<file path="src/hw/rtl/sst_pkg.sv">
// Package for the sortable stack: word width, depth default, action and
// status codes, and the result record.
// No dependencies.
package sst_pkg;

   localparam int DATA_W        = 32;
   localparam int DEPTH_DEFAULT = 64;
   localparam int COUNT_OUT_W   = 7;

   localparam logic [DATA_W-1:0] MOST_NEG = 32'h8000_0000;

   typedef enum logic [1:0] {
      ACT_PUSH = 2'd0,
      ACT_POP  = 2'd1,
      ACT_SORT = 2'd2
   } action_type;

   typedef enum logic [1:0] {
      STS_OK    = 2'd0,
      STS_EMPTY = 2'd1,
      STS_FULL  = 2'd2
   } status_type;

   typedef struct packed {
      status_type               status;
      logic [COUNT_OUT_W-1:0]   entry_count;
      logic [DATA_W-1:0]        top_value;
      logic [DATA_W-1:0]        popped_value;
   } rsp_type;

endpackage

</file>
<file path="src/hw/rtl/sst_ram.sv">
// Generic RAM with one write port and one read port, registered read data.
// No dependencies.
module sst_ram #(
   parameter int WIDTH = 32,
   parameter int DEPTH = 64
) (
   input  logic                     clock,
   input  logic                     wr_en,
   input  logic [$clog2(DEPTH)-1:0] wr_addr,
   input  logic [WIDTH-1:0]         wr_data,
   input  logic                     rd_en,
   input  logic [$clog2(DEPTH)-1:0] rd_addr,
   output logic [WIDTH-1:0]         rd_data
);

   logic [WIDTH-1:0] mem_ff [DEPTH];
   logic [WIDTH-1:0] rd_data_ff;

   always_ff @(posedge clock) begin
      if (wr_en) begin
         mem_ff[wr_addr] <= wr_data;
      end
      if (rd_en) begin
         rd_data_ff <= mem_ff[rd_addr];
      end
   end

   assign rd_data = rd_data_ff;

endmodule

</file>
<file path="src/hw/rtl/sortable_stack.sv">
// Top level of the sortable stack: sequencer, count and top registers,
// result register. Depends on sst_pkg and sst_ram.
//
//   Channel    Direction  Handshake               Carries
//   req_*      in         req_tvalid/req_tready   tuser: action; tdata: push value
//   rsp_*      out        rsp_tvalid/rsp_tready   tuser: status; tdata: popped,
//                                                 top, entry count
//
// A push, a pop on an empty stack or one that leaves it empty, a sort of fewer
// than two entries and the unused action code complete in the cycle they are
// accepted. A pop that leaves entries goes through ST_POP_RD, since the new
// top comes from the entry RAM, whose read data is registered. A sort of n
// entries is an insertion sort through the single RAM read port; its run time
// grows with n and with the number of pairs of entries out of order.
// Reset clears the count and the sequencer; the entry RAM needs no clearing.
// A finished result waits in the output register; one more result can be
// held internally, after which the block stops taking items until the
// output drains.
module sortable_stack #(
   parameter int DEPTH = sst_pkg::DEPTH_DEFAULT
) (
   input  logic        clock,
   input  logic        reset,
   input  logic        req_tvalid,
   output logic        req_tready,
   input  logic [31:0] req_tdata,   // [31:0] push_value
   input  logic [1:0]  req_tuser,   // [1:0] action
   output logic        rsp_tvalid,
   input  logic        rsp_tready,
   output logic [71:0] rsp_tdata,   // [31:0] popped_value, [63:32] top_value,
                                    // [70:64] entry_count, [71] zero
   output logic [1:0]  rsp_tuser    // [1:0] status
);

   localparam int AW    = $clog2(DEPTH);
   localparam int CNT_W = $clog2(DEPTH + 1);
   localparam int DW    = sst_pkg::DATA_W;
   localparam int OW    = sst_pkg::COUNT_OUT_W;
   localparam logic [CNT_W-1:0] FULL_COUNT = CNT_W'(DEPTH);

   typedef enum logic [2:0] {
      ST_IDLE,
      ST_POP_RD,
      ST_SORT_LOAD,
      ST_SORT_CMP,
      ST_SORT_PLACE,
      ST_SORT_TOP,
      ST_SORT_FIN,
      ST_DONE
   } state_type;

   // The reported count is the stored count reduced to the output width.
   function automatic logic [OW-1:0] cnt_out(input logic [CNT_W-1:0] c);
      logic [CNT_W+OW-1:0] ext;
      ext = {{OW{1'b0}}, c};
      return ext[OW-1:0];
   endfunction

   state_type        state_ff;
   logic [CNT_W-1:0] count_ff;
   logic [DW-1:0]    top_ff;
   logic [AW-1:0]    i_ff;
   logic [AW-1:0]    j_ff;
   logic [DW-1:0]    w_ff;
   sst_pkg::rsp_type res_ff;
   sst_pkg::rsp_type rsp_ff;
   logic             rsp_valid_ff;

   logic                   accept;
   sst_pkg::action_type    action;
   logic                   rsp_free;
   logic                   wr_en;
   logic [AW-1:0]          wr_addr;
   logic [DW-1:0]          wr_data;
   logic                   rd_en;
   logic [AW-1:0]          rd_addr;
   logic [DW-1:0]          rd_data;
   logic                   fin;
   sst_pkg::rsp_type       fin_res;
   logic                   less;
   logic                   last_i;
   logic [CNT_W-1:0]       i_plus;

   assign req_tready = (state_ff == ST_IDLE) && !reset;
   assign accept     = req_tvalid && req_tready;
   assign action     = sst_pkg::action_type'(req_tuser);
   assign rsp_free   = !rsp_valid_ff || rsp_tready;
   assign less       = $signed(w_ff) < $signed(rd_data);
   assign i_plus     = CNT_W'(i_ff) + 1'b1;
   assign last_i     = (i_plus == count_ff);

   sst_ram #(
      .WIDTH(DW),
      .DEPTH(DEPTH)
   ) u_ram (
      .clock  (clock),
      .wr_en  (wr_en),
      .wr_addr(wr_addr),
      .wr_data(wr_data),
      .rd_en  (rd_en),
      .rd_addr(rd_addr),
      .rd_data(rd_data)
   );

   // RAM port control and the result that completes in this cycle, if any.
   // The sort never reads an entry in the cycle it writes it, so no
   // forwarding path is needed.
   always_comb begin
      wr_en   = 1'b0;
      wr_addr = j_ff;
      wr_data = w_ff;
      rd_en   = 1'b0;
      rd_addr = AW'(i_plus);
      fin     = 1'b0;
      fin_res = res_ff;
      unique case (state_ff)
         ST_IDLE: begin
            fin_res.popped_value = sst_pkg::MOST_NEG;
            fin_res.top_value    = top_ff;
            fin_res.entry_count  = cnt_out(count_ff);
            fin_res.status       = sst_pkg::STS_OK;
            if (accept) begin
               unique case (action)
                  sst_pkg::ACT_PUSH: begin
                     fin = 1'b1;
                     if (count_ff < FULL_COUNT) begin
                        wr_en               = 1'b1;
                        wr_addr             = AW'(count_ff);
                        wr_data             = req_tdata;
                        fin_res.top_value   = req_tdata;
                        fin_res.entry_count = cnt_out(count_ff + 1'b1);
                     end else begin
                        fin_res.status = sst_pkg::STS_FULL;
                     end
                  end
                  sst_pkg::ACT_POP: begin
                     if (count_ff == '0) begin
                        fin            = 1'b1;
                        fin_res.status = sst_pkg::STS_EMPTY;
                     end else if (count_ff == CNT_W'(1)) begin
                        fin                  = 1'b1;
                        fin_res.popped_value = top_ff;
                        fin_res.top_value    = sst_pkg::MOST_NEG;
                        fin_res.entry_count  = '0;
                     end else begin
                        rd_en   = 1'b1;
                        rd_addr = AW'(count_ff - 2'd2);
                     end
                  end
                  sst_pkg::ACT_SORT: begin
                     if (count_ff < CNT_W'(2)) begin
                        fin = 1'b1;
                     end else begin
                        rd_en   = 1'b1;
                        rd_addr = AW'(1);
                     end
                  end
                  default: begin
                     fin = 1'b1;
                  end
               endcase
            end
         end
         ST_POP_RD: begin
            fin               = 1'b1;
            fin_res.top_value = rd_data;
         end
         ST_SORT_LOAD: begin
            rd_en   = 1'b1;
            rd_addr = i_ff - 1'b1;
         end
         ST_SORT_CMP: begin
            wr_en = 1'b1;
            if (less) begin
               // Shift the larger entry up one place and look further down.
               wr_data = rd_data;
               if (j_ff != AW'(1)) begin
                  rd_en   = 1'b1;
                  rd_addr = j_ff - 2'd2;
               end
            end else begin
               wr_data = w_ff;
               rd_en   = !last_i;
            end
         end
         ST_SORT_PLACE: begin
            wr_en   = 1'b1;
            wr_addr = '0;
            rd_en   = !last_i;
         end
         ST_SORT_TOP: begin
            rd_en   = 1'b1;
            rd_addr = AW'(count_ff - 1'b1);
         end
         ST_SORT_FIN: begin
            fin               = 1'b1;
            fin_res.top_value = rd_data;
         end
         ST_DONE: begin
            fin = 1'b0;
         end
         default: begin
            fin = 1'b0;
         end
      endcase
   end

   always_ff @(posedge clock) begin
      if (reset) begin
         state_ff     <= ST_IDLE;
         count_ff     <= '0;
         top_ff       <= sst_pkg::MOST_NEG;
         rsp_valid_ff <= 1'b0;
      end else begin
         unique case (state_ff)
            ST_IDLE: begin
               if (accept) begin
                  unique case (action)
                     sst_pkg::ACT_PUSH: begin
                        if (count_ff < FULL_COUNT) begin
                           count_ff <= count_ff + 1'b1;
                        end
                     end
                     sst_pkg::ACT_POP: begin
                        if (count_ff != '0) begin
                           count_ff <= count_ff - 1'b1;
                        end
                        if (count_ff >= CNT_W'(2)) begin
                           res_ff.popped_value <= top_ff;
                           res_ff.entry_count  <= cnt_out(count_ff - 1'b1);
                           res_ff.status       <= sst_pkg::STS_OK;
                           state_ff            <= ST_POP_RD;
                        end
                     end
                     sst_pkg::ACT_SORT: begin
                        if (count_ff >= CNT_W'(2)) begin
                           i_ff                <= AW'(1);
                           res_ff.popped_value <= sst_pkg::MOST_NEG;
                           res_ff.entry_count  <= cnt_out(count_ff);
                           res_ff.status       <= sst_pkg::STS_OK;
                           state_ff            <= ST_SORT_LOAD;
                        end
                     end
                     default: begin
                        // The unused code changes nothing; its result is
                        // completed below.
                     end
                  endcase
               end
            end
            ST_SORT_LOAD: begin
               w_ff     <= rd_data;
               j_ff     <= i_ff;
               state_ff <= ST_SORT_CMP;
            end
            ST_SORT_CMP: begin
               if (less) begin
                  j_ff <= j_ff - 1'b1;
                  if (j_ff == AW'(1)) begin
                     state_ff <= ST_SORT_PLACE;
                  end
               end else if (last_i) begin
                  state_ff <= ST_SORT_TOP;
               end else begin
                  i_ff     <= AW'(i_plus);
                  state_ff <= ST_SORT_LOAD;
               end
            end
            ST_SORT_PLACE: begin
               if (last_i) begin
                  state_ff <= ST_SORT_TOP;
               end else begin
                  i_ff     <= AW'(i_plus);
                  state_ff <= ST_SORT_LOAD;
               end
            end
            ST_SORT_TOP: begin
               state_ff <= ST_SORT_FIN;
            end
            ST_DONE: begin
               if (rsp_tready) begin
                  rsp_ff   <= res_ff;
                  state_ff <= ST_IDLE;
               end
            end
            default: begin
               // The pop and sort finishing states always complete a result
               // and leave through the result logic below.
            end
         endcase
         // A completed result goes straight out when the output register is
         // free, otherwise it waits in the holding register.
         if (fin) begin
            top_ff <= fin_res.top_value;
            if (rsp_free) begin
               rsp_ff   <= fin_res;
               state_ff <= ST_IDLE;
            end else begin
               res_ff   <= fin_res;
               state_ff <= ST_DONE;
            end
         end
         // The output register stays full while a new or held result moves
         // in, and empties when its item is taken with nothing behind it.
         if ((fin && rsp_free) || (state_ff == ST_DONE && rsp_tready)) begin
            rsp_valid_ff <= 1'b1;
         end else if (rsp_tready) begin
            rsp_valid_ff <= 1'b0;
         end
      end
   end

   assign rsp_tvalid = rsp_valid_ff;
   assign rsp_tdata  = {1'b0, rsp_ff.entry_count, rsp_ff.top_value, rsp_ff.popped_value};
   assign rsp_tuser  = rsp_ff.status;

   a_count_bound: assert property (@(posedge clock) disable iff (reset)
      count_ff <= FULL_COUNT)
      else $error("stack count above depth");

   a_empty_top: assert property (@(posedge clock) disable iff (reset)
      (count_ff == '0) |-> (top_ff == sst_pkg::MOST_NEG))
      else $error("empty stack with a live top word");

   a_push_count: assert property (@(posedge clock) disable iff (reset)
      (accept && action == sst_pkg::ACT_PUSH && count_ff < FULL_COUNT)
      |=> (count_ff == $past(count_ff) + 1'b1))
      else $error("accepted push did not grow the stack");

   a_sort_write_range: assert property (@(posedge clock) disable iff (reset)
      (wr_en && (state_ff == ST_SORT_CMP || state_ff == ST_SORT_PLACE))
      |-> (CNT_W'(wr_addr) < count_ff))
      else $error("sort wrote above the stored entries");

   a_held_result: assert property (@(posedge clock) disable iff (reset)
      (state_ff == ST_DONE) |-> rsp_valid_ff)
      else $error("held result while the output register is empty");

endmodule
</file>
<file path="config.mk">
export PLATFORM = sky130hd
export DESIGN_NAME = sortable_stack
export DESIGN_NICKNAME = d
export VERILOG_FILES = /design/src/hw/rtl/sst_pkg.sv /design/src/hw/rtl/sst_ram.sv /design/src/hw/rtl/sortable_stack.sv
export SDC_FILE = /design/constraint.sdc
export NUM_CORES = 2
export LEC_CHECK = 0
export ABC_AREA = 1
export BUFFER_PORTS_ARGS = -buffer_cell sky130_fd_sc_hd__buf_2
export CAP_MARGIN = 40
export CORE_MARGIN = 1.5
export CORE_UTILIZATION = 32
export CTS_CLUSTER_SIZE = 40
export DETAILED_ROUTE_END_ITERATION = 6
export GPL_ROUTABILITY_DRIVEN = 0
export RECOVER_POWER = 25
export SLEW_MARGIN = 25
export SYNTH_ARGS = -nofsm -noshare
export SYNTH_HDL_FRONTEND = slang
export SYNTH_HIERARCHICAL = 1
export SYNTH_SLANG_ARGS = --single-unit
</file>
<file path="constraint.sdc">
create_clock -name clock -period 13.7 [get_ports clock]
set_input_delay 0 -clock clock [delete_from_list [all_inputs] [get_ports clock]]
set_output_delay 0 -clock clock [all_outputs]
set_load 0.1 [all_outputs]
</file>
==> results.sh <==
export IMPL_status="complete, but fails checks"
export IMPL_violations="capacitance limit, slew limit"
export IMPL_root_buffer="sky130_fd_sc_hd__clkbuf_16"
export IMPL_detail_route_iter0_violations=9139
export IMPL_synth_xor_xnor_area_share_pct=0.170
export IMPL_max_slew_margin_pct=-139
export IMPL_core_area_mm2=0.304
export IMPL_finish_net_count=8702
export IMPL_total_clock_buffers_created_by_cts=221
export IMPL_grt_pass1_vias=64700
export IMPL_ant_nets=0
export IMPL_via_count=68400
export IMPL_total_count_of_max_transition_violations_in_the_final_report=1371
export IMPL_synthDominantCellAreaShare_pct=69.6
export IMPL_max_freq_ghz=0.0999
export IMPL_grt_pass1_wl_mm=443
export IMPL_pin_count_of_the_biggest_net_entering_global_routing=213
export IMPL_dp_hpwl_mm=162
export IMPL_post_route_cells_drive_above_1_share_pct=7.04
export IMPL_tritoncts_clock_tree="yes"
export IMPL_antenna_violations_before_repair=9
export IMPL_place_port_buffers=112
export IMPL_period_needed_ns=10.01
export IMPL_io_pins=114
export IMPL_place_worst_setup_slack_ns=5.72
export IMPL_finalSetupTns_ns=0
export IMPL_die_width_um=556
export IMPL_drv_max_cap_violation_count=30
export IMPL_htreeDepth=4
export IMPL_share_of_synthesized_area_spent_on_multiplexers_pct=0.0716
export IMPL_synth_yosys_seq_area_share_pct=70.5
export IMPL_multi_input_comb_area_mm2=0.0256
export IMPL_synth_main_ff_cell="sky130_fd_sc_hd__edfxtp_1"
export IMPL_rows=202
export IMPL_timing_final_crit_share_pct=73.0
export IMPL_worstSetupPathType="reg -> reg"
export IMPL_wire_per_inst_um=23.5
export IMPL_synth_area_leaders="sky130_fd_sc_hd__edfxtp_1 (70%), sky130_fd_sc_hd__nand3_1 (10%), sky130_fd_sc_hd__nand2_1 (10%)"
export IMPL_synth_fa_ha_area_share_pct=0.626
export IMPL_wl_mm=303
export IMPL_clk_sink_count=2313
export IMPL_grt_setup_unrepaired="false"
export IMPL_critical_path_required_ns=14.14
export IMPL_die_footprint_mm2=0.309
export IMPL_synth_compound_gate_area_share_pct=3.47
export IMPL_detail_route_first_pass_iterations=6
export IMPL_least_margin_pin_slew_ns=3.58
export IMPL_worstPathMaxFanout=37
export IMPL_area_grow_syn2layout_pct=12.8
export IMPL_number_of_inserted_filler_cells_in_the_final_layout=29200
export IMPL_mappedNetlistArea_mm2=0.0979
export IMPL_sequential_cell_area_mm2=0.0690
export IMPL_final_report_setup_violation_count=0
export IMPL_die_height_um=556
export IMPL_cts_max_path_buffers=3
export IMPL_synth_top_family_by_area="simple AND/OR/NAND/NOR gates"
export IMPL_postSynthCellCount=8599
export IMPL_setup_worst_path_start_class="flop"
export IMPL_worst_setup_hold_path_clk_slew_ns=0.06
export IMPL_postSynthRegisterBits=2313
export IMPL_grt_usage_pct=19.2
export IMPL_crit_path_end_kind="flop"
export IMPL_cts_repair_resized=0
export IMPL_insertion_delay_ns=0.90
export IMPL_worstHoldPathType="in -> reg"
export IMPL_synthDominantAreaCellType="sky130_fd_sc_hd__edfxtp_1"
export IMPL_synth_simple_gate_area_share_pct=21.2
export IMPL_initial_core_util_pct=32.3
export IMPL_timing_hold_violations_final=0
export IMPL_finalClockSkew_ns=0.0427
export IMPL_drc=0
export IMPL_avgSynthCellArea_um2=11.4
export IMPL_synth_fp_nets=8686
export IMPL_detail_route_vias_per_cell=5.31
export IMPL_yosysWarningCount=6
export IMPL_postSynth_asyncResetShare_pct=0
export IMPL_synth_edf_count=2270
export IMPL_globalRoute_totalOverflow=0
export IMPL_critPathArrivalTime_ns=10.45
export IMPL_synth_cell_types=50
export IMPL_setup_slack_ns=3.69
worst max-delay path, stage by stage (launching register included):
cell and delay [ns]:
sky130_fd_sc_hd__dfxtp_1 0.35, sky130_fd_sc_hd__nor2_1 0.33, sky130_fd_sc_hd__nand2_1 0.68, sky130_fd_sc_hd__nor2_1 0.33, sky130_fd_sc_hd__nand2_1 0.31, sky130_fd_sc_hd__clkinvlp_2 0.90, sky130_fd_sc_hd__nand2_1 0.14, sky130_fd_sc_hd__nand2_1 1.16
sky130_fd_sc_hd__clkinvlp_2 1.99, sky130_fd_sc_hd__nor2_1 0.91, sky130_fd_sc_hd__inv_1 0.52, sky130_fd_sc_hd__nor2_1 0.21, sky130_fd_sc_hd__clkbuf_1 1.67
sequential cells by signal (all words and copies together), names as in the netlist:
name	cells
count_ff	7
i_ff	6
j_ff	6
res_ff	73
rsp_tdata	71
rsp_tuser	2
rsp_tvalid	1
state_ff	3
top_ff	32
u_ram/mem_ff	2048
u_ram/rd_data	32
w_ff	32
final timing paths:
| path | start | endpoint | slack (ns) | depth (start not counted) |
|---|---|---|---|---|
| min reg2reg | u_ram/rd_data[30] | w_ff[30] | 0.45 | 0 |
| min | req_tuser[0] | count_ff[6] | 0.09 | 5 |
| max | state_ff[0] | res_ff[43] | 3.69 | 12 |
| max reg2reg | state_ff[0] | res_ff[43] | 3.69 | 12 |
cell usage after synthesis (43+ instances only):
library cell and n:
sky130_fd_sc_hd__ha_1 49, sky130_fd_sc_hd__dfxtp_1 43, sky130_fd_sc_hd__o211ai_1 64, sky130_fd_sc_hd__buf_1 62, sky130_fd_sc_hd__inv_1 285, sky130_fd_sc_hd__o22ai_1 47, sky130_fd_sc_hd__clkbuf_1 150, sky130_fd_sc_hd__a21oi_1 66
sky130_fd_sc_hd__edfxtp_1 2270, sky130_fd_sc_hd__nand3_1 2001, sky130_fd_sc_hd__nand2_1 2611, sky130_fd_sc_hd__buf_4 46, sky130_fd_sc_hd__o21ai_0 202, sky130_fd_sc_hd__buf_2 273, sky130_fd_sc_hd__nor2_1 163
routing by layer:
layer  up-vias  global-route usage [%]  part of all wire [%]
met1     33900                    26.2                    40
li1      30500                       -                     -
met5         -                       0                 0.036
met4         4                    7.63                   4.1
met3       522                    3.81                    10
met2      3553                    29.8                    45
kinds of logic after synthesis:
logic type / Yosys count
AO/OA/AOI/OAI: 530
adder cells (fa/ha/maj): 49
multiplexers: 7
XOR/XNOR: 19
other: 1
flip-flops: 2313
AND/OR/NAND/NOR: 4829
buffers and inverters: 851
layout make-up:
type	instances	share of cell area (%)
Sequential cell	2313	62.5
Multi-Input combinational cell	5435	23.1
Clock buffer	277	5.27
Tap cell	4080	4.62
Timing Repair Buffer	342	2.31
Clock inverter	133	1.06
Inverter	302	1.06
Antenna cell	6	0.0136
through the flow:
| stage | util, % | cells | hold slack, ns | instance area, µm² |
|---|---|---|---|---|
| floorplan | - | 8599 | 0.109 | 97900 |
| global placement | 33.9 | 12400 | 0.434 | 103000 |
| detailed placement | 34.0 | 12400 | 0.440 | 103000 |
| CTS | 36.5 | 12900 | 0.0237 | 111000 |
| global route | 36.4 | 12900 | 0.101 | 110000 |
| finish | 36.4 | 12900 | 0.0881 | 110000 |
what timing repair did:
| action | CTS | global route |
|---|---|---|
| buffers inserted | 0 | 0 |
| hold endpoints to repair | 234 | 0 |
| hold buffers | 36 | 0 |
placed cells by master, fill, tap and decap left out, drive strengths merged, types with 68 or more instances in the layout:
cell    netlist  final
inv         294    300
nand2      2618   2618
buf         399    195
a21oi        68     68
clkinv        8    111
o21ai       241    241
clkbuf      150    388
nand3      2002   2002
nor2        173    173
edfxtp     2270   2270
Power is left out: the tool's default activity adds up to more than one toggle a clock period on the data nets, which glitch-free logic cannot reach.
